File: config.mk
export PLATFORM = sky130hd
export DESIGN_NAME = access_gate_decision_fsm_core_flat
export DESIGN_NICKNAME = d
export VERILOG_FILES = /design/src/sv/agd_pkg.sv /design/src/sv/agd_if.sv /design/src/sv/agd_cfg_regs.sv /design/src/sv/agd_decide.sv /design/src/sv/access_gate_decision_fsm_core.sv /design/src/flat_wrapper.sv
export SDC_FILE = /design/constraint.sdc
export NUM_CORES = 1
export LEC_CHECK = 0
export ABC_CLOCK_PERIOD_IN_PS = 6400
export BUFFER_PORTS_ARGS = -buffer_cell sky130_fd_sc_hd__buf_4
export CAP_MARGIN = 5
export CORE_ASPECT_RATIO = 0.5
export CORE_MARGIN = 2
export CORE_UTILIZATION = 57
export DETAILED_ROUTE_END_ITERATION = 10
export PLACE_DENSITY_LB_ADDON = 0.08
export SYNTH_ARGS = -nofsm -noshare
export SYNTH_HDL_FRONTEND = slang
export SYNTH_SLANG_ARGS = --single-unit
File: constraint.sdc
create_clock -name clk_i -period 6.4 [get_ports clk_i]
set_input_delay 1.28 -clock clk_i [delete_from_list [all_inputs] [get_ports clk_i]]
set_output_delay 1.28 -clock clk_i [all_outputs]
set_load 0.005 [all_outputs]
File: src/sv/agd_pkg.sv
// Shared types and constants for the access gate decision block.
package agd_pkg;

  localparam int unsigned TIME_W = 32;
  localparam int unsigned ID_W   = 16;
  localparam int unsigned IDX_W  = 3;

  localparam logic [TIME_W-1:0] GAP_GRACE_MS = TIME_W'(300);

  // Config register indexes
  localparam logic [IDX_W-1:0] CFG_IDLE_RESET     = IDX_W'(0);
  localparam logic [IDX_W-1:0] CFG_UNK_THROTTLE   = IDX_W'(1);
  localparam logic [IDX_W-1:0] CFG_OPEN_HOLD      = IDX_W'(2);
  localparam logic [IDX_W-1:0] CFG_DENY_COOLDOWN  = IDX_W'(3);
  localparam logic [IDX_W-1:0] CFG_STABILIZE      = IDX_W'(4);

  // Config reset values
  localparam logic [TIME_W-1:0] RST_IDLE_RESET    = TIME_W'(10000);
  localparam logic [TIME_W-1:0] RST_UNK_THROTTLE  = TIME_W'(5000);
  localparam logic [TIME_W-1:0] RST_OPEN_HOLD     = TIME_W'(3000);
  localparam logic [TIME_W-1:0] RST_DENY_COOLDOWN = TIME_W'(2000);
  localparam logic [TIME_W-1:0] RST_STABILIZE     = TIME_W'(0);

  typedef enum logic [2:0] {
    OUT_BLOCKED     = 3'd0,
    OUT_NOFACE      = 3'd1,
    OUT_STABILIZING = 3'd2,
    OUT_FAULT       = 3'd3,
    OUT_SILENT      = 3'd4,
    OUT_GRANT       = 3'd5,
    OUT_DENY        = 3'd6
  } outcome_e;

  typedef enum logic [1:0] {
    DEC_NONE    = 2'd0,
    DEC_GRANTED = 2'd1,
    DEC_UNKNOWN = 2'd2
  } decision_e;

  typedef struct packed {
    logic [TIME_W-1:0] idle_reset_ms;
    logic [TIME_W-1:0] unknown_throttle_ms;
    logic [TIME_W-1:0] grant_hold_ms;
    logic [TIME_W-1:0] deny_hold_ms;
    logic [TIME_W-1:0] stabilize_ms;
  } cfg_t;

  typedef struct packed {
    logic [TIME_W-1:0] time_ms;
    logic              face_present;
    logic              embed_ok;
    logic              matched;
    logic [ID_W-1:0]   employee_id;
    logic [ID_W-1:0]   match_distance;
  } in_item_t;

  typedef struct packed {
    outcome_e        outcome;
    logic            emit_event;
    logic            open_gate;
    logic            sound_deny;
    logic [ID_W-1:0] event_employee;
    logic [ID_W-1:0] event_distance;
  } result_t;

endpackage

File: src/sv/agd_if.sv
// Handshake channel interfaces: frame verdicts, decisions, config writes.
interface agd_in_if;
  logic                        valid;
  logic                        ready;
  logic [agd_pkg::TIME_W-1:0]  time_ms;
  logic                        face_present;
  logic                        embed_ok;
  logic                        matched;
  logic [agd_pkg::ID_W-1:0]    employee_id;
  logic [agd_pkg::ID_W-1:0]    match_distance;

  modport source (output valid, time_ms, face_present, embed_ok, matched,
                  employee_id, match_distance, input ready);
  modport sink (input valid, time_ms, face_present, embed_ok, matched,
                employee_id, match_distance, output ready);
endinterface

interface agd_out_if;
  logic                      valid;
  logic                      ready;
  logic [2:0]                outcome;
  logic                      emit_event;
  logic                      open_gate;
  logic                      sound_deny;
  logic [agd_pkg::ID_W-1:0]  event_employee;
  logic [agd_pkg::ID_W-1:0]  event_distance;

  modport source (output valid, outcome, emit_event, open_gate, sound_deny,
                  event_employee, event_distance, input ready);
  modport sink (input valid, outcome, emit_event, open_gate, sound_deny,
                event_employee, event_distance, output ready);
endinterface

interface agd_cfg_if;
  logic                        valid;
  logic                        ready;
  logic [agd_pkg::IDX_W-1:0]   index;
  logic [agd_pkg::TIME_W-1:0]  data;

  modport source (output valid, index, data, input ready);
  modport sink (input valid, index, data, output ready);
endinterface

File: src/sv/agd_cfg_regs.sv
// Configuration register file with reset defaults.
module agd_cfg_regs (
  input  logic          clk_i,
  input  logic          rst_ni,
  agd_cfg_if.sink       cfg_if,
  output agd_pkg::cfg_t cfg_o
);
  import agd_pkg::*;

  cfg_t cfg_q, cfg_d;

  assign cfg_if.ready = 1'b1;

  always_comb begin
    cfg_d = cfg_q;
    if (cfg_if.valid) begin
      unique case (cfg_if.index)
        CFG_IDLE_RESET:    cfg_d.idle_reset_ms       = cfg_if.data;
        CFG_UNK_THROTTLE:  cfg_d.unknown_throttle_ms = cfg_if.data;
        CFG_OPEN_HOLD:     cfg_d.grant_hold_ms       = cfg_if.data;
        CFG_DENY_COOLDOWN: cfg_d.deny_hold_ms        = cfg_if.data;
        CFG_STABILIZE:     cfg_d.stabilize_ms        = cfg_if.data;
        default:           cfg_d = cfg_q;
      endcase
    end
  end

  always_ff @(posedge clk_i or negedge rst_ni) begin
    if (!rst_ni) begin
      cfg_q.idle_reset_ms       <= RST_IDLE_RESET;
      cfg_q.unknown_throttle_ms <= RST_UNK_THROTTLE;
      cfg_q.grant_hold_ms       <= RST_OPEN_HOLD;
      cfg_q.deny_hold_ms        <= RST_DENY_COOLDOWN;
      cfg_q.stabilize_ms        <= RST_STABILIZE;
    end else begin
      cfg_q <= cfg_d;
    end
  end

  assign cfg_o = cfg_q;

endmodule

File: src/sv/agd_decide.sv
// Decision logic and gate state: one frame verdict resolved per step.
module agd_decide (
  input  logic              clk_i,
  input  logic              rst_ni,
  input  logic              step_i,
  input  agd_pkg::in_item_t item_i,
  input  agd_pkg::cfg_t     cfg_i,
  output agd_pkg::result_t  result_o
);
  import agd_pkg::*;

  logic              block_active_q, block_active_d;
  logic [TIME_W-1:0] block_end_q, block_end_d;
  logic              streak_valid_q, streak_valid_d;
  logic [TIME_W-1:0] streak_begin_q, streak_begin_d;
  logic [TIME_W-1:0] last_detection_q, last_detection_d;
  decision_e         decision_q, decision_d;
  logic [ID_W-1:0]   decided_employee_q, decided_employee_d;
  logic              face_ever_seen_q, face_ever_seen_d;
  logic [TIME_W-1:0] last_face_time_q, last_face_time_d;
  logic [TIME_W-1:0] last_deny_time_q, last_deny_time_d;

  logic [TIME_W-1:0] t;
  logic [TIME_W-1:0] since_block, since_detect, since_begin, since_face, since_deny;
  logic              blocked, restart, stabilizing, idle_gap;
  decision_e         dec_eff;
  logic [ID_W-1:0]   emp_eff;
  result_t           res;

  assign t            = item_i.time_ms;
  assign since_block  = t - block_end_q;
  assign since_detect = t - last_detection_q;
  assign since_face   = t - last_face_time_q;
  assign since_deny   = t - last_deny_time_q;

  // block_end ahead by 1 to 2^31 ms means still blocked
  assign blocked     = block_active_q && since_block[TIME_W-1];
  assign restart     = !streak_valid_q || (since_detect > GAP_GRACE_MS);
  assign since_begin = restart ? '0 : (t - streak_begin_q);
  assign stabilizing = (cfg_i.stabilize_ms != '0) && (since_begin < cfg_i.stabilize_ms);
  assign idle_gap    = face_ever_seen_q && (since_face > cfg_i.idle_reset_ms);
  assign dec_eff     = idle_gap ? DEC_NONE : decision_q;
  assign emp_eff     = idle_gap ? '0 : decided_employee_q;

  always_comb begin
    block_active_d     = block_active_q;
    block_end_d        = block_end_q;
    streak_valid_d     = streak_valid_q;
    streak_begin_d     = streak_begin_q;
    last_detection_d   = last_detection_q;
    decision_d         = decision_q;
    decided_employee_d = decided_employee_q;
    face_ever_seen_d   = face_ever_seen_q;
    last_face_time_d   = last_face_time_q;
    last_deny_time_d   = last_deny_time_q;

    res = '{outcome: OUT_BLOCKED, emit_event: 1'b0, open_gate: 1'b0,
            sound_deny: 1'b0, event_employee: '0, event_distance: '0};

    if (!blocked) begin
      block_active_d = 1'b0;
      if (!item_i.face_present) begin
        res.outcome = OUT_NOFACE;
      end else begin
        streak_valid_d   = 1'b1;
        last_detection_d = t;
        if (restart) begin
          streak_begin_d = t;
        end
        if (stabilizing) begin
          res.outcome = OUT_STABILIZING;
        end else if (!item_i.embed_ok) begin
          res.outcome    = OUT_FAULT;
          res.emit_event = 1'b1;
        end else begin
          decision_d         = dec_eff;
          decided_employee_d = emp_eff;
          last_face_time_d   = t;
          face_ever_seen_d   = 1'b1;
          res.outcome        = OUT_SILENT;
          if (item_i.matched) begin
            if (dec_eff != DEC_GRANTED || emp_eff != item_i.employee_id) begin
              block_end_d        = t + cfg_i.grant_hold_ms;
              block_active_d     = 1'b1;
              decision_d         = DEC_GRANTED;
              decided_employee_d = item_i.employee_id;
              res.outcome        = OUT_GRANT;
              res.emit_event     = 1'b1;
              res.open_gate      = 1'b1;
              res.event_employee = item_i.employee_id;
              res.event_distance = item_i.match_distance;
            end
          end else if (dec_eff != DEC_UNKNOWN || since_deny >= cfg_i.unknown_throttle_ms) begin
            block_end_d        = t + cfg_i.deny_hold_ms;
            block_active_d     = 1'b1;
            decision_d         = DEC_UNKNOWN;
            decided_employee_d = '0;
            last_deny_time_d   = t;
            res.outcome        = OUT_DENY;
            res.emit_event     = 1'b1;
            res.sound_deny     = 1'b1;
          end
        end
      end
    end
  end

  always_ff @(posedge clk_i or negedge rst_ni) begin
    if (!rst_ni) begin
      block_active_q     <= 1'b0;
      block_end_q        <= '0;
      streak_valid_q     <= 1'b0;
      streak_begin_q     <= '0;
      last_detection_q   <= '0;
      decision_q         <= DEC_NONE;
      decided_employee_q <= '0;
      face_ever_seen_q   <= 1'b0;
      last_face_time_q   <= '0;
      last_deny_time_q   <= '0;
    end else if (step_i) begin
      block_active_q     <= block_active_d;
      block_end_q        <= block_end_d;
      streak_valid_q     <= streak_valid_d;
      streak_begin_q     <= streak_begin_d;
      last_detection_q   <= last_detection_d;
      decision_q         <= decision_d;
      decided_employee_q <= decided_employee_d;
      face_ever_seen_q   <= face_ever_seen_d;
      last_face_time_q   <= last_face_time_d;
      last_deny_time_q   <= last_deny_time_d;
    end
  end

  assign result_o = res;

  // A grant or deny arms the block window
  a_event_arms_block: assert property (@(posedge clk_i) disable iff (!rst_ni)
    step_i && (res.outcome == OUT_GRANT || res.outcome == OUT_DENY) |=> block_active_q)
    else $error("grant/deny did not arm block window");

  // A blocked step leaves the decision state untouched
  a_blocked_holds: assert property (@(posedge clk_i) disable iff (!rst_ni)
    step_i && blocked |=> $stable(decision_q) && $stable(last_detection_q)
                          && $stable(block_end_q))
    else $error("blocked frame changed state");

  // Unknown decision never carries an employee
  a_unknown_no_emp: assert property (@(posedge clk_i) disable iff (!rst_ni)
    decision_q == DEC_UNKNOWN |-> decided_employee_q == '0)
    else $error("unknown decision holds an employee id");

  // A deny records its time as the last deny time
  a_deny_time: assert property (@(posedge clk_i) disable iff (!rst_ni)
    step_i && res.outcome == OUT_DENY |=> last_deny_time_q == $past(t))
    else $error("deny time not recorded");

endmodule

File: src/sv/access_gate_decision_fsm_core.sv
// Top level of the access gate decision block: input/output registers and handshakes.
//
//  channel  dir  role                          accepted when
//  in_if    in   frame verdict word            in_if.valid  && in_if.ready
//  out_if   out  decision word                 out_if.valid && out_if.ready
//  cfg_if   in   config write (index, data)    cfg_if.valid (ready tied high)
//
//  A word accepted into the input register moves on to the output register
//  when that register is free, and its decision word is then valid on
//  out_if; one word is taken per cycle while out_if drains. The decision
//  runs combinationally between the input register and the output
//  register and updates the gate state on the same edge, so the next word
//  sees it. Reset clears the valid flags, the gate state and loads config
//  defaults. If out_if stalls, the output register holds and the input
//  register takes one more word before in_if.ready drops.
module access_gate_decision_fsm_core (
  input  logic     clk_i,
  input  logic     rst_ni,
  agd_in_if.sink   in_if,
  agd_out_if.source out_if,
  agd_cfg_if.sink  cfg_if
);
  import agd_pkg::*;

  cfg_t     cfg;
  in_item_t in_item_q;
  logic     in_valid_q, in_valid_d;
  result_t  res;
  result_t  out_item_q;
  logic     out_valid_q, out_valid_d;
  logic     advance;
  logic     in_accept;

  agd_cfg_regs u_cfg (
    .clk_i  (clk_i),
    .rst_ni (rst_ni),
    .cfg_if (cfg_if),
    .cfg_o  (cfg)
  );

  // Word moves from input register to output register when the latter frees up
  assign advance      = in_valid_q && (!out_valid_q || out_if.ready);
  assign in_if.ready  = !in_valid_q || advance;
  assign in_accept    = in_if.valid && in_if.ready;

  agd_decide u_decide (
    .clk_i    (clk_i),
    .rst_ni   (rst_ni),
    .step_i   (advance),
    .item_i   (in_item_q),
    .cfg_i    (cfg),
    .result_o (res)
  );

  always_comb begin
    in_valid_d = in_valid_q;
    if (in_accept) begin
      in_valid_d = 1'b1;
    end else if (advance) begin
      in_valid_d = 1'b0;
    end
    out_valid_d = out_valid_q;
    if (advance) begin
      out_valid_d = 1'b1;
    end else if (out_if.ready) begin
      out_valid_d = 1'b0;
    end
  end

  always_ff @(posedge clk_i or negedge rst_ni) begin
    if (!rst_ni) begin
      in_valid_q  <= 1'b0;
      out_valid_q <= 1'b0;
    end else begin
      in_valid_q  <= in_valid_d;
      out_valid_q <= out_valid_d;
    end
  end

  // Payload registers, no reset
  always_ff @(posedge clk_i) begin
    if (in_accept) begin
      in_item_q.time_ms        <= in_if.time_ms;
      in_item_q.face_present   <= in_if.face_present;
      in_item_q.embed_ok       <= in_if.embed_ok;
      in_item_q.matched        <= in_if.matched;
      in_item_q.employee_id    <= in_if.employee_id;
      in_item_q.match_distance <= in_if.match_distance;
    end
    if (advance) begin
      out_item_q <= res;
    end
  end

  assign out_if.valid          = out_valid_q;
  assign out_if.outcome        = out_item_q.outcome;
  assign out_if.emit_event     = out_item_q.emit_event;
  assign out_if.open_gate      = out_item_q.open_gate;
  assign out_if.sound_deny     = out_item_q.sound_deny;
  assign out_if.event_employee = out_item_q.event_employee;
  assign out_if.event_distance = out_item_q.event_distance;

  // Output register never overwritten while a word waits
  a_no_overwrite: assert property (@(posedge clk_i) disable iff (!rst_ni)
    out_valid_q && !out_if.ready |-> !advance)
    else $error("decision word overwritten under stall");

  // A gate-opening word also emits an event and never sounds the deny
  a_grant_fields: assert property (@(posedge clk_i) disable iff (!rst_ni)
    out_valid_q && out_if.open_gate |-> out_if.emit_event && !out_if.sound_deny)
    else $error("grant word fields inconsistent");

  // An accepted word sets the input register valid flag
  a_in_reg_fills: assert property (@(posedge clk_i) disable iff (!rst_ni)
    in_accept |=> in_valid_q)
    else $error("accepted word lost");

endmodule
File: src/flat_wrapper.sv
// flat-port wrapper written by rule: the top's interface ports become plain ports
module access_gate_decision_fsm_core_flat import agd_pkg::*;
  (clk_i, rst_ni, in_if_valid, in_if_time_ms, in_if_face_present, in_if_embed_ok, in_if_matched, in_if_employee_id, in_if_match_distance, in_if_ready, out_if_valid, out_if_outcome, out_if_emit_event, out_if_open_gate, out_if_sound_deny, out_if_event_employee, out_if_event_distance, out_if_ready, cfg_if_valid, cfg_if_index, cfg_if_data, cfg_if_ready);
  agd_in_if in_if_i ();
  agd_out_if out_if_i ();
  agd_cfg_if cfg_if_i ();
  input  logic clk_i;
  input  logic rst_ni;
  input wire logic [$bits(in_if_i.valid)-1:0] in_if_valid;
  input wire logic [$bits(in_if_i.time_ms)-1:0] in_if_time_ms;
  input wire logic [$bits(in_if_i.face_present)-1:0] in_if_face_present;
  input wire logic [$bits(in_if_i.embed_ok)-1:0] in_if_embed_ok;
  input wire logic [$bits(in_if_i.matched)-1:0] in_if_matched;
  input wire logic [$bits(in_if_i.employee_id)-1:0] in_if_employee_id;
  input wire logic [$bits(in_if_i.match_distance)-1:0] in_if_match_distance;
  output wire logic [$bits(in_if_i.ready)-1:0] in_if_ready;
  output wire logic [$bits(out_if_i.valid)-1:0] out_if_valid;
  output wire logic [$bits(out_if_i.outcome)-1:0] out_if_outcome;
  output wire logic [$bits(out_if_i.emit_event)-1:0] out_if_emit_event;
  output wire logic [$bits(out_if_i.open_gate)-1:0] out_if_open_gate;
  output wire logic [$bits(out_if_i.sound_deny)-1:0] out_if_sound_deny;
  output wire logic [$bits(out_if_i.event_employee)-1:0] out_if_event_employee;
  output wire logic [$bits(out_if_i.event_distance)-1:0] out_if_event_distance;
  input wire logic [$bits(out_if_i.ready)-1:0] out_if_ready;
  input wire logic [$bits(cfg_if_i.valid)-1:0] cfg_if_valid;
  input wire logic [$bits(cfg_if_i.index)-1:0] cfg_if_index;
  input wire logic [$bits(cfg_if_i.data)-1:0] cfg_if_data;
  output wire logic [$bits(cfg_if_i.ready)-1:0] cfg_if_ready;
  assign in_if_i.valid = in_if_valid;
  assign in_if_i.time_ms = in_if_time_ms;
  assign in_if_i.face_present = in_if_face_present;
  assign in_if_i.embed_ok = in_if_embed_ok;
  assign in_if_i.matched = in_if_matched;
  assign in_if_i.employee_id = in_if_employee_id;
  assign in_if_i.match_distance = in_if_match_distance;
  assign in_if_ready = in_if_i.ready;
  assign out_if_valid = out_if_i.valid;
  assign out_if_outcome = out_if_i.outcome;
  assign out_if_emit_event = out_if_i.emit_event;
  assign out_if_open_gate = out_if_i.open_gate;
  assign out_if_sound_deny = out_if_i.sound_deny;
  assign out_if_event_employee = out_if_i.event_employee;
  assign out_if_event_distance = out_if_i.event_distance;
  assign out_if_i.ready = out_if_ready;
  assign cfg_if_i.valid = cfg_if_valid;
  assign cfg_if_i.index = cfg_if_index;
  assign cfg_if_i.data = cfg_if_data;
  assign cfg_if_ready = cfg_if_i.ready;
  access_gate_decision_fsm_core u_core (.clk_i(clk_i), .rst_ni(rst_ni), .in_if(in_if_i), .out_if(out_if_i), .cfg_if(cfg_if_i));
endmodule
==> impl_metrics.json, run 1 <==
{
  "outcome": "complete, but fails checks",
  "violations": "setup timing",
  "syn_to_final_growth_pct": 21.83,
  "dp_cells": 3849,
  "antenna_left": 0,
  "hold_path_class": "reg -> reg",
  "synth_nets": 3264,
  "dpl_worst_slack_ns": -0.6758,
  "place.gp.congestion": 0.9418,
  "clock-sinks": 448,
  "core_area_mm2": 0.04900,
  "reg2regPathDepth": 31,
  "firstDrtPassIters": 5,
  "worst_ep_required_time_ns": 6.85,
  "synth_top_family_by_area": "compound AO/OA/AOI/OAI gates",
  "final_common_cell": "buf_4",
  "drtIter0Drc": 1780,
  "via_per_inst": 5.876,
  "synth-simple-area-share_pct": 12.23,
  "die_w_um": 320.5,
  "crit_path_top_delay_cell": "or4_4",
  "final_cell_mix": "426 x buf_4, 320 x dfrtp_1, 291 x inv_1",
  "antenna_found_initial": 1,
  "synth_compound_area_share_pct": 15.84,
  "fin_cells": 3982,
  "drc_errors": 0,
  "hold_viol": 0,
  "clk_path_buf_depth": 3,
  "synthDistinctLibCells": 81,
  "cts_buffers": 43,
  "ys_seq_elements": 448,
  "htree_levels": 2,
  "layout.nets": 3690,
  "design.die.area_mm2": 0.05201,
  "powerDensity_mw_per_mm2": 285.8,
  "ioPinCount": 148,
  "worst_ir_drop_vdd_mv": 0.2254,
  "setup_ws_ns": -0.1341,
  "timing.rr.end": "u_core.u_decide.last_deny_time_q[7]",
  "p_leak_nw": 16.32,
  "timing.fmax_ghz": 0.1530,
  "initial_core_util_pct": 58.28,
  "arrival_ns": 6.98,
  "synth-xor-area-share_pct": 3.865,
  "gr-total-overflow": 0,
  "drv_cap": 0,
  "synth_top_flop_cell": "dfrtp_1",
  "async_flop_share_pct": 76.56,
  "crit_path_end_kind": "register",
  "relSlewSlack_pct": 22.29,
  "placement_rows": 57,
  "post-route-period-util_pct": 102.1,
  "routed_wirelength_mm": 81.28,
  "setup_viol": 92,
  "ys_seq_area_share_pct": 41.20,
  "grt_pass1_wl_mm": 124.8,
  "track_usage_pct": 30.81,
  "max_stage_delay_ns": 0.58,
  "rsz0062_at_grt": "yes",
  "hold_end": "u_core.u_cfg.cfg_o[33]",
  "postSynthCellCount": 2872,
  "start_kind": "register",
  "yosys_warnings": 0,
  "cts_hold_buf": 0,
  "cts_tree": "built",
  "syn-cell-area_mm2": 0.02856,
  "r2r_slack_ns": -0.13,
  "clk_pin_slew_worst_paths_ns": 0.06,
  "routedWlPerCell_um": 20.41,
  "crit_fanout": 20,
  "cts_root_buffer": "clkbuf_16",
  "holdWs_ns": 0.5025,
  "cpMostUsedCell": "a21o_1",
  "clkLatencyLatePin_ns": 0.57,
  "grt_pass1_vias": 22242,
  "post-route-min-period_ns": 6.534,
  "critical_path_class": "reg -> reg",
  "slew_violations": 0,
  "holdPathStages": 1,
  "syn_avg_cell_area_um2": 9.943,
  "fin_tns_setup_ns": -5.670,
  "grt_max_degree": 128,
  "num_vias": 23400,
  "finalClockSkew_ns": 0.02913,
  "worst_slew_pin_slew_ns": 1.153,
  "drive_above_1_share_pct": 25.72,
  "io_buffers": 146,
  "r2r_start": "u_core.in_item_q[35]",
  "synth_fa_ha_area_share_pct": 12.62,
  "synth_edf_count": 105,
  "dpl.hpwl_mm": 58.66,
  "min_from": "u_core.u_cfg.cfg_o[33]",
  "die_h_um": 162.3,
  "synth_mux_area_share_pct": 9.188
}
## how the worst max path moves through the flow
stage                         startpoint                               endpoint  slack (ns)  cells past startpoint
floorplan           u_core.in_item_q[35]         u_core.u_decide.block_end_q[0]        0.16                     29
global placement    u_core.in_item_q[35]    u_core.u_decide.last_face_time_q[0]       -0.47                     25
detailed placement  u_core.in_item_q[35]    u_core.u_decide.last_face_time_q[8]       -0.68                     25
CTS                 u_core.in_item_q[35]  u_core.u_decide.decided_employee_q[0]      -0.006                     33
global route        u_core.in_item_q[48]        u_core.u_decide.block_end_q[14]       -0.33                     30
finish              u_core.in_item_q[35]    u_core.u_decide.last_deny_time_q[7]       -0.13                     31
## final cells by class
| class | instances | area [um2] |
|---|---|---|
| Sequential cell | 448 | 11770 |
| Antenna cell | 1 | 2.502 |
| Timing Repair Buffer | 459 | 3792 |
| Tap cell | 649 | 812.0 |
| Clock buffer | 54 | 1191 |
| Multi-Input combinational cell | 2052 | 15860 |
| Fill cell | 3733 | 14210 |
| Inverter | 294 | 1104 |
| Clock inverter | 25 | 260.3 |
## report_power, final
group / switching, W / leakage [nW] / total (W) / internal (W)
combinational: 0.00206 / 10.4 / 0.00378 / 0.00172
clock: 0.00118 / 0.705 / 0.00271 / 0.00153
sequential: 0.000153 / 5.20 / 0.00346 / 0.00331
## per-stage QoR
step	cell area, um2	util, %	power [W]
after floorplan	28560	-	0.005648
after global placement	32210	65.74	0.006911
after detailed placement	32210	65.74	0.006969
after CTS	34150	69.70	0.009822
after global routing	34790	71.00	0.01051
final	34790	71.01	0.009942
## synth_stat cells, types with 6 or more instances
cell type / number / share of area, %
a211oi_1: 16 / 0.42
a21o_1: 77 / 2.0
and2_1: 65 / 1.4
a211o_1: 8 / 0.25
nand3b_1: 9 / 0.24
a31oi_1: 28 / 0.61
o21a_1: 36 / 0.95
dfrtp_1: 320 / 28
a22oi_1: 8 / 0.21
nand2b_1: 28 / 0.61
a21boi_0: 6 / 0.16
a31o_2: 11 / 0.34
o21bai_1: 15 / 0.39
o2111ai_1: 14 / 0.43
o211ai_1: 14 / 0.37
mux2_2: 194 / 7.7
nor4_1: 22 / 0.48
nor3_1: 36 / 0.63
buf_2: 15 / 0.26
nand3_1: 47 / 0.82
nand4_1: 39 / 0.85
ha_1: 280 / 12
mux2_1: 7 / 0.28
o21ai_0: 232 / 4.1
o31ai_1: 14 / 0.37
inv_1: 293 / 3.9
xor2_1: 50 / 1.5
nand2_1: 219 / 2.9
or3_1: 21 / 0.46
a21oi_1: 151 / 2.6
clkbuf_1: 56 / 0.74
and3_1: 26 / 0.57
edfxtp_1: 105 / 11
xnor2_1: 76 / 2.3
o221ai_1: 7 / 0.21
dfstp_2: 23 / 2.1
nor2b_1: 28 / 0.61
nor2_1: 102 / 1.3
or2_2: 16 / 0.35
a22o_1: 18 / 0.55
mux2i_1: 36 / 1.3
## cells by family (layout without fill, tap and decap cells)
group,Yosys count,after routing
DFF,448,448
xor gates and xnor gates,126,126
AOI/OAI and AO/OA,712,712
and+or+nand+nor,689,691
muxes,237,237
adders and majority gates,285,285
other,1,2
buffers and inverters,374,832
## worst max-delay path, delay by kind of cell (launching register included)
kind            cells  cell delay, ns
buf+inv             8            1.07
fa+ha+maj           3            0.62
compound gates     12            2.01
flops               1            0.40
mux                 1            0.36
simple gates        7            1.91
## registers in the layout, summed over array words and instances (netlist names), 2 cells and up
register / cells
u_core.u_cfg.cfg_o: 160
u_core.in_item_q: 67
u_core.u_decide.block_end_q: 32
u_core.u_decide.last_deny_time_q: 32
u_core.u_decide.last_detection_q: 32
u_core.u_decide.last_face_time_q: 32
u_core.u_decide.streak_begin_q: 32
u_core.out_if.event_distance: 16
u_core.out_if.event_employee: 16
u_core.u_decide.decided_employee_q: 16
u_core.out_if.outcome: 3
u_core.u_decide.decision_q: 2
## timing repair
| item | 4_1_cts | 5_1_grt |
|---|---|---|
| pin swaps | 17 | 38 |
| cloned | 3 | 5 |
| buffers inserted | 32 | 14 |
| gates resized for setup | 33 | 92 |
| setup endpoints to repair | 149 | 150 |
| endpoints found under the hold margin | 0 | 0 |
## layer usage
metal / vias up / GRT usage (%) / share of wire [%]
met3: 94 / 7.045 / 8.2
met2: 718 / 45.60 / 42
met5: - / 0 / 0
li1: 11152 / - / -
met4: 0 / 6.146 / 1.7
met1: 11436 / 46.24 / 48
(Power assumes the default switching activity.)
==> run 2: changes to the inputs <==
- PLACE_DENSITY_LB_ADDON: 0.08 -> 0.15
==> impl_metrics.json, run 2 (synthesized netlist as in run 1, its figures left out) <==
{
  "placement_rows": 57,
  "drc_errors": 0,
  "critical_path_class": "reg -> reg",
  "clk_path_buf_depth": 3,
  "num_vias": 23319,
  "hold_viol": 0,
  "hold_end": "u_core.u_cfg.cfg_o[91]",
  "crit_path_end_kind": "register",
  "io_buffers": 146,
  "antenna_found_initial": 0,
  "crit_path_top_delay_cell": "edfxtp_1",
  "antenna_left": 0,
  "dpl_worst_slack_ns": -0.8165,
  "firstDrtPassIters": 5,
  "crit_fanout": 11,
  "post-route-min-period_ns": 6.417,
  "reg2regPathDepth": 29,
  "timing.rr.end": "u_core.u_decide.last_deny_time_q[0]",
  "finalClockSkew_ns": 0.03176,
  "max_stage_delay_ns": 0.48,
  "grt_pass1_wl_mm": 125.4,
  "cts_hold_buf": 0,
  "design.die.area_mm2": 0.05201,
  "routed_wirelength_mm": 81.71,
  "rsz0062_at_grt": "yes",
  "setup_ws_ns": -0.01668,
  "r2r_start": "u_core.in_item_q[36]",
  "cts_tree": "built",
  "via_per_inst": 5.871,
  "syn_to_final_growth_pct": 21.46,
  "violations": "setup timing",
  "htree_levels": 2,
  "initial_core_util_pct": 58.28,
  "routedWlPerCell_um": 20.57,
  "fin_tns_setup_ns": -0.07816,
  "worst_slew_pin_slew_ns": 1.052,
  "die_h_um": 162.3,
  "num_antenna_cells": 0,
  "min_from": "u_core.u_cfg.cfg_o[91]",
  "post-route-period-util_pct": 100.3,
  "worst_ir_drop_vdd_mv": 0.2017,
  "slew_violations": 0,
  "fillerInstances": 3679,
  "outcome": "complete, but fails checks",
  "powerDensity_mw_per_mm2": 286.9,
  "cts_root_buffer": "clkbuf_16",
  "design_power_total_w": 0.009952,
  "cpMostUsedCell": "a21o_1",
  "drv_cap": 0,
  "relSlewSlack_pct": 29.90,
  "arrival_ns": 6.87,
  "layout.nets": 3682,
  "fin_util_pct": 70.79,
  "gr-total-overflow": 0,
  "die_w_um": 320.5,
  "clkLatencyLatePin_ns": 0.58,
  "drtIter0Drc": 2054,
  "cts_buffers": 42,
  "grt_pass1_vias": 22771,
  "final_common_cell": "buf_4",
  "timing.fmax_ghz": 0.1558,
  "ioPinCount": 148,
  "setup_viol": 12,
  "r2r_slack_ns": -0.02,
  "p_leak_nw": 16.28,
  "place_area_mm2": 0.03227,
  "clk_pin_slew_worst_paths_ns": 0.07,
  "worst_ep_required_time_ns": 6.86,
  "holdPathStages": 1,
  "clock-sinks": 448,
  "start_kind": "register",
  "place.gp.congestion": 0.9462,
  "largest_reg_flops": 160,
  "core_area_mm2": 0.04900,
  "hold_path_class": "reg -> reg",
  "fin_area_mm2": 0.03468,
  "grt_max_degree": 148,
  "track_usage_pct": 30.94,
  "dpl.hpwl_mm": 59.71,
  "drive_above_1_share_pct": 25.46,
  "final_cell_mix": "424 x buf_4, 320 x dfrtp_1, 291 x inv_1"
}
==> run 2: worst max path at each step <==
stage / endpoint / from / cells after the start
final: u_core.u_decide.last_deny_time_q[0] / u_core.in_item_q[36] / 29
after global routing: u_core.u_decide.decided_employee_q[13] / u_core.in_item_q[35] / 31
after CTS: u_core.u_decide.last_deny_time_q[2] / u_core.in_item_q[36] / 29
after detailed placement: u_core.u_decide.last_face_time_q[3] / u_core.in_item_q[35] / 25
after global placement: u_core.u_decide.last_face_time_q[0] / u_core.in_item_q[35] / 27
after floorplan: u_core.u_decide.block_end_q[0] / u_core.in_item_q[35] / 29
==> run 2: critical path, delay by kind of cell, from the launching register on <==
kind / cells / cell delay, ns
muxes: 1 / 0.28
DFF: 1 / 0.48
buffers and inverters: 6 / 0.88
adders and majority gates: 2 / 0.51
AOI/OAI and AO/OA: 15 / 3.36
and+or+nand+nor: 5 / 0.73
==> run 2: stage by stage <==
step,hold WS [ns],std cells
finish,0.5041,3972
global route,0.5182,3972
CTS,0.4976,3949
detailed placement,0.4827,3853
global placement,0.4657,3853
floorplan,0.4269,2872
==> run 2: area by class of cell <==
| type | count | area [um2] | share of cell area (%) |
|---|---|---|---|
| clock buffer | 58 | 1245 | 3.589 |
| clock inverter | 19 | 260.3 | 0.7503 |
| inverter | 294 | 1104 | 3.182 |
| multi-input combinational | 2051 | 15820 | 45.60 |
| sequential | 448 | 11770 | 33.92 |
| tap | 649 | 812.0 | 2.341 |
| timing repair buffer | 453 | 3681 | 10.61 |
==> run 2: repair_timing <==
action | CTS | global route
pin swaps | 22 | 36
gates resized for setup | 41 | 63
setup buffers | 17 | 20
cloned | 2 | 3
setup endpoints to repair | 154 | 152
==> run 2: where the power goes <==
| part | total, W | internal (W) | switching (W) |
|---|---|---|---|
| Sequential | 0.00347 | 0.00331 | 0.000160 |
| Clock | 0.00279 | 0.00161 | 0.00118 |
| Combinational | 0.00370 | 0.00165 | 0.00205 |
==> run 2: per-layer routing <==
layer | up-vias | GRT usage (%) | share of wire, %
li1 | 11121 | - | -
met1 | 11456 | 45.75 | 48
met2 | 645 | 46.76 | 43
met3 | 97 | 6.746 | 7.8
met4 | 0 | 6.445 | 1.9
met5 | - | 0 | 0
==> run 3: changes to the inputs <==
- CORE_MARGIN: 2 -> 10
==> impl_metrics.json, run 3 (synthesized netlist as in run 1, its figures left out) <==
{
  "place_area_mm2": 0.03241,
  "worst_ep_required_time_ns": 6.86,
  "start_kind": "register",
  "critical_path_class": "reg -> reg",
  "grt_pass1_vias": 22922,
  "antenna_found_initial": 2,
  "routedWlPerCell_um": 21.08,
  "critical_path_buf_inv_count": 10,
  "hold_path_class": "reg -> reg",
  "grt_pass1_wl_mm": 128.3,
  "min_from": "u_core.u_decide.block_end_q[18]",
  "final_common_cell": "buf_4",
  "die_h_um": 178.3,
  "track_usage_pct": 26.97,
  "routed_wirelength_mm": 84.55,
  "holdPathStages": 1,
  "hold_viol": 0,
  "holdWs_ns": 0.4949,
  "worst_slew_pin_slew_ns": 1.030,
  "crit_fanout": 7,
  "gr-total-overflow": 0,
  "post-route-period-util_pct": 103.9,
  "clkLatencyLatePin_ns": 0.57,
  "core_area_mm2": 0.04900,
  "r2r_slack_ns": -0.25,
  "critical-path-top-delay-family": "compound AO/OA/AOI/OAI gates",
  "violations": "setup timing",
  "final_cell_mix": "449 x buf_4, 320 x dfrtp_1, 291 x inv_1",
  "ioPinCount": 148,
  "worst_ir_drop_vdd_mv": 0.2496,
  "design_power_total_w": 0.009744,
  "rsz0062_at_grt": "yes",
  "dpl_worst_slack_ns": -0.6817,
  "largest_reg_flops": 160,
  "relSlewSlack_pct": 31.31,
  "p_leak_nw": 16.36,
  "antenna_left": 0,
  "fin_area_mm2": 0.03487,
  "firstDrtPassIters": 5,
  "setup_viol": 148,
  "io_buffers": 146,
  "grt_max_degree": 98,
  "die_w_um": 336.5,
  "place.gp.congestion": 0.9675,
  "r2r_start": "u_core.in_item_q[35]",
  "cts_tree": "built",
  "initial_core_util_pct": 58.28,
  "timing.fmax_ghz": 0.1504,
  "num_vias": 23615,
  "post-route-min-period_ns": 6.650,
  "placement_rows": 57,
  "drc_errors": 0,
  "crit_path_top_delay_cell": "or4_4",
  "drv_cap": 0,
  "crit_start": "u_core.in_item_q[35]",
  "clock-sinks": 448,
  "max_stage_delay_ns": 0.60,
  "hold_end": "u_core.u_decide.block_end_q[18]",
  "cts_root_buffer": "clkbuf_16",
  "layout.nets": 3718,
  "finalClockSkew_ns": 0.01831,
  "syn_to_final_growth_pct": 22.10,
  "via_per_inst": 5.889,
  "dp_cells": 3872,
  "crit_path_end_kind": "register",
  "cts_buffers": 43,
  "powerDensity_mw_per_mm2": 279.5,
  "setup_ws_ns": -0.2504,
  "drive_above_1_share_pct": 25.78,
  "design.die.area_mm2": 0.06000,
  "reg2regPathDepth": 33,
  "clk_pin_slew_worst_paths_ns": 0.07,
  "slew_violations": 0,
  "arrival_ns": 7.11,
  "dpl.hpwl_mm": 61.15,
  "crit_cells": 33,
  "htree_levels": 2,
  "timing.rr.end": "u_core.u_decide.last_deny_time_q[13]",
  "fin_cells": 4010,
  "outcome": "complete, but fails checks",
  "drtIter0Drc": 1970,
  "clk_path_buf_depth": 3
}
[run 3: report_power, final]
group | internal [W] | switching [W] | leakage [nW]
clock | 0.00135 | 0.00116 | 0.624
combinational | 0.00170 | 0.00206 | 10.5
sequential | 0.00331 | 0.000160 | 5.20
total | 0.00636 | 0.00338 | 16.4
[run 3: worst max path at each step]
stage,endpoint
detailed placement,u_core.u_decide.last_face_time_q[9]
global placement,u_core.u_decide.last_face_time_q[2]
floorplan,u_core.u_decide.block_end_q[0]
CTS,u_core.u_decide.last_face_time_q[28]
finish,u_core.u_decide.last_deny_time_q[13]
global route,u_core.u_decide.last_deny_time_q[13]
[run 3: area by class of cell]
cell class,count,area (um2)
Inverter,294,1106
Tap cell,649,812.0
Sequential cell,448,11770
Fill cell,3706,14130
Antenna cell,2,5.005
Multi-Input combinational cell,2051,15790
Timing Repair Buffer,488,4078
Clock inverter,17,158.9
Clock buffer,61,1154
[run 3: stage by stage]
step                TNS (ns)  utilization, %
CTS                  -0.1042           69.92
global route          -53.88           71.16
floorplan                  0               -
detailed placement    -54.40           66.15
finish                -24.85           71.17
global placement      -24.41           66.15
[run 3: routing by layer]
| metal | vias to the layer above | GRT usage, % | part of all wire (%) |
|---|---|---|---|
| li1 | 11211 | - | - |
| met1 | 11545 | 39.72 | 47 |
| met2 | 733 | 41.01 | 43 |
| met3 | 124 | 5.274 | 8.2 |
| met4 | 2 | 5.177 | 1.9 |
| met5 | - | 0 | 0.015 |
[run 3: repair_timing]
item / in CTS / in global routing
buffers inserted: 25 / 29
gates resized for setup: 38 / 78
endpoints found under the setup margin: 150 / 151
hold buffers: 0 / 0
pin swaps: 12 / 44
cloned: 4 / 4
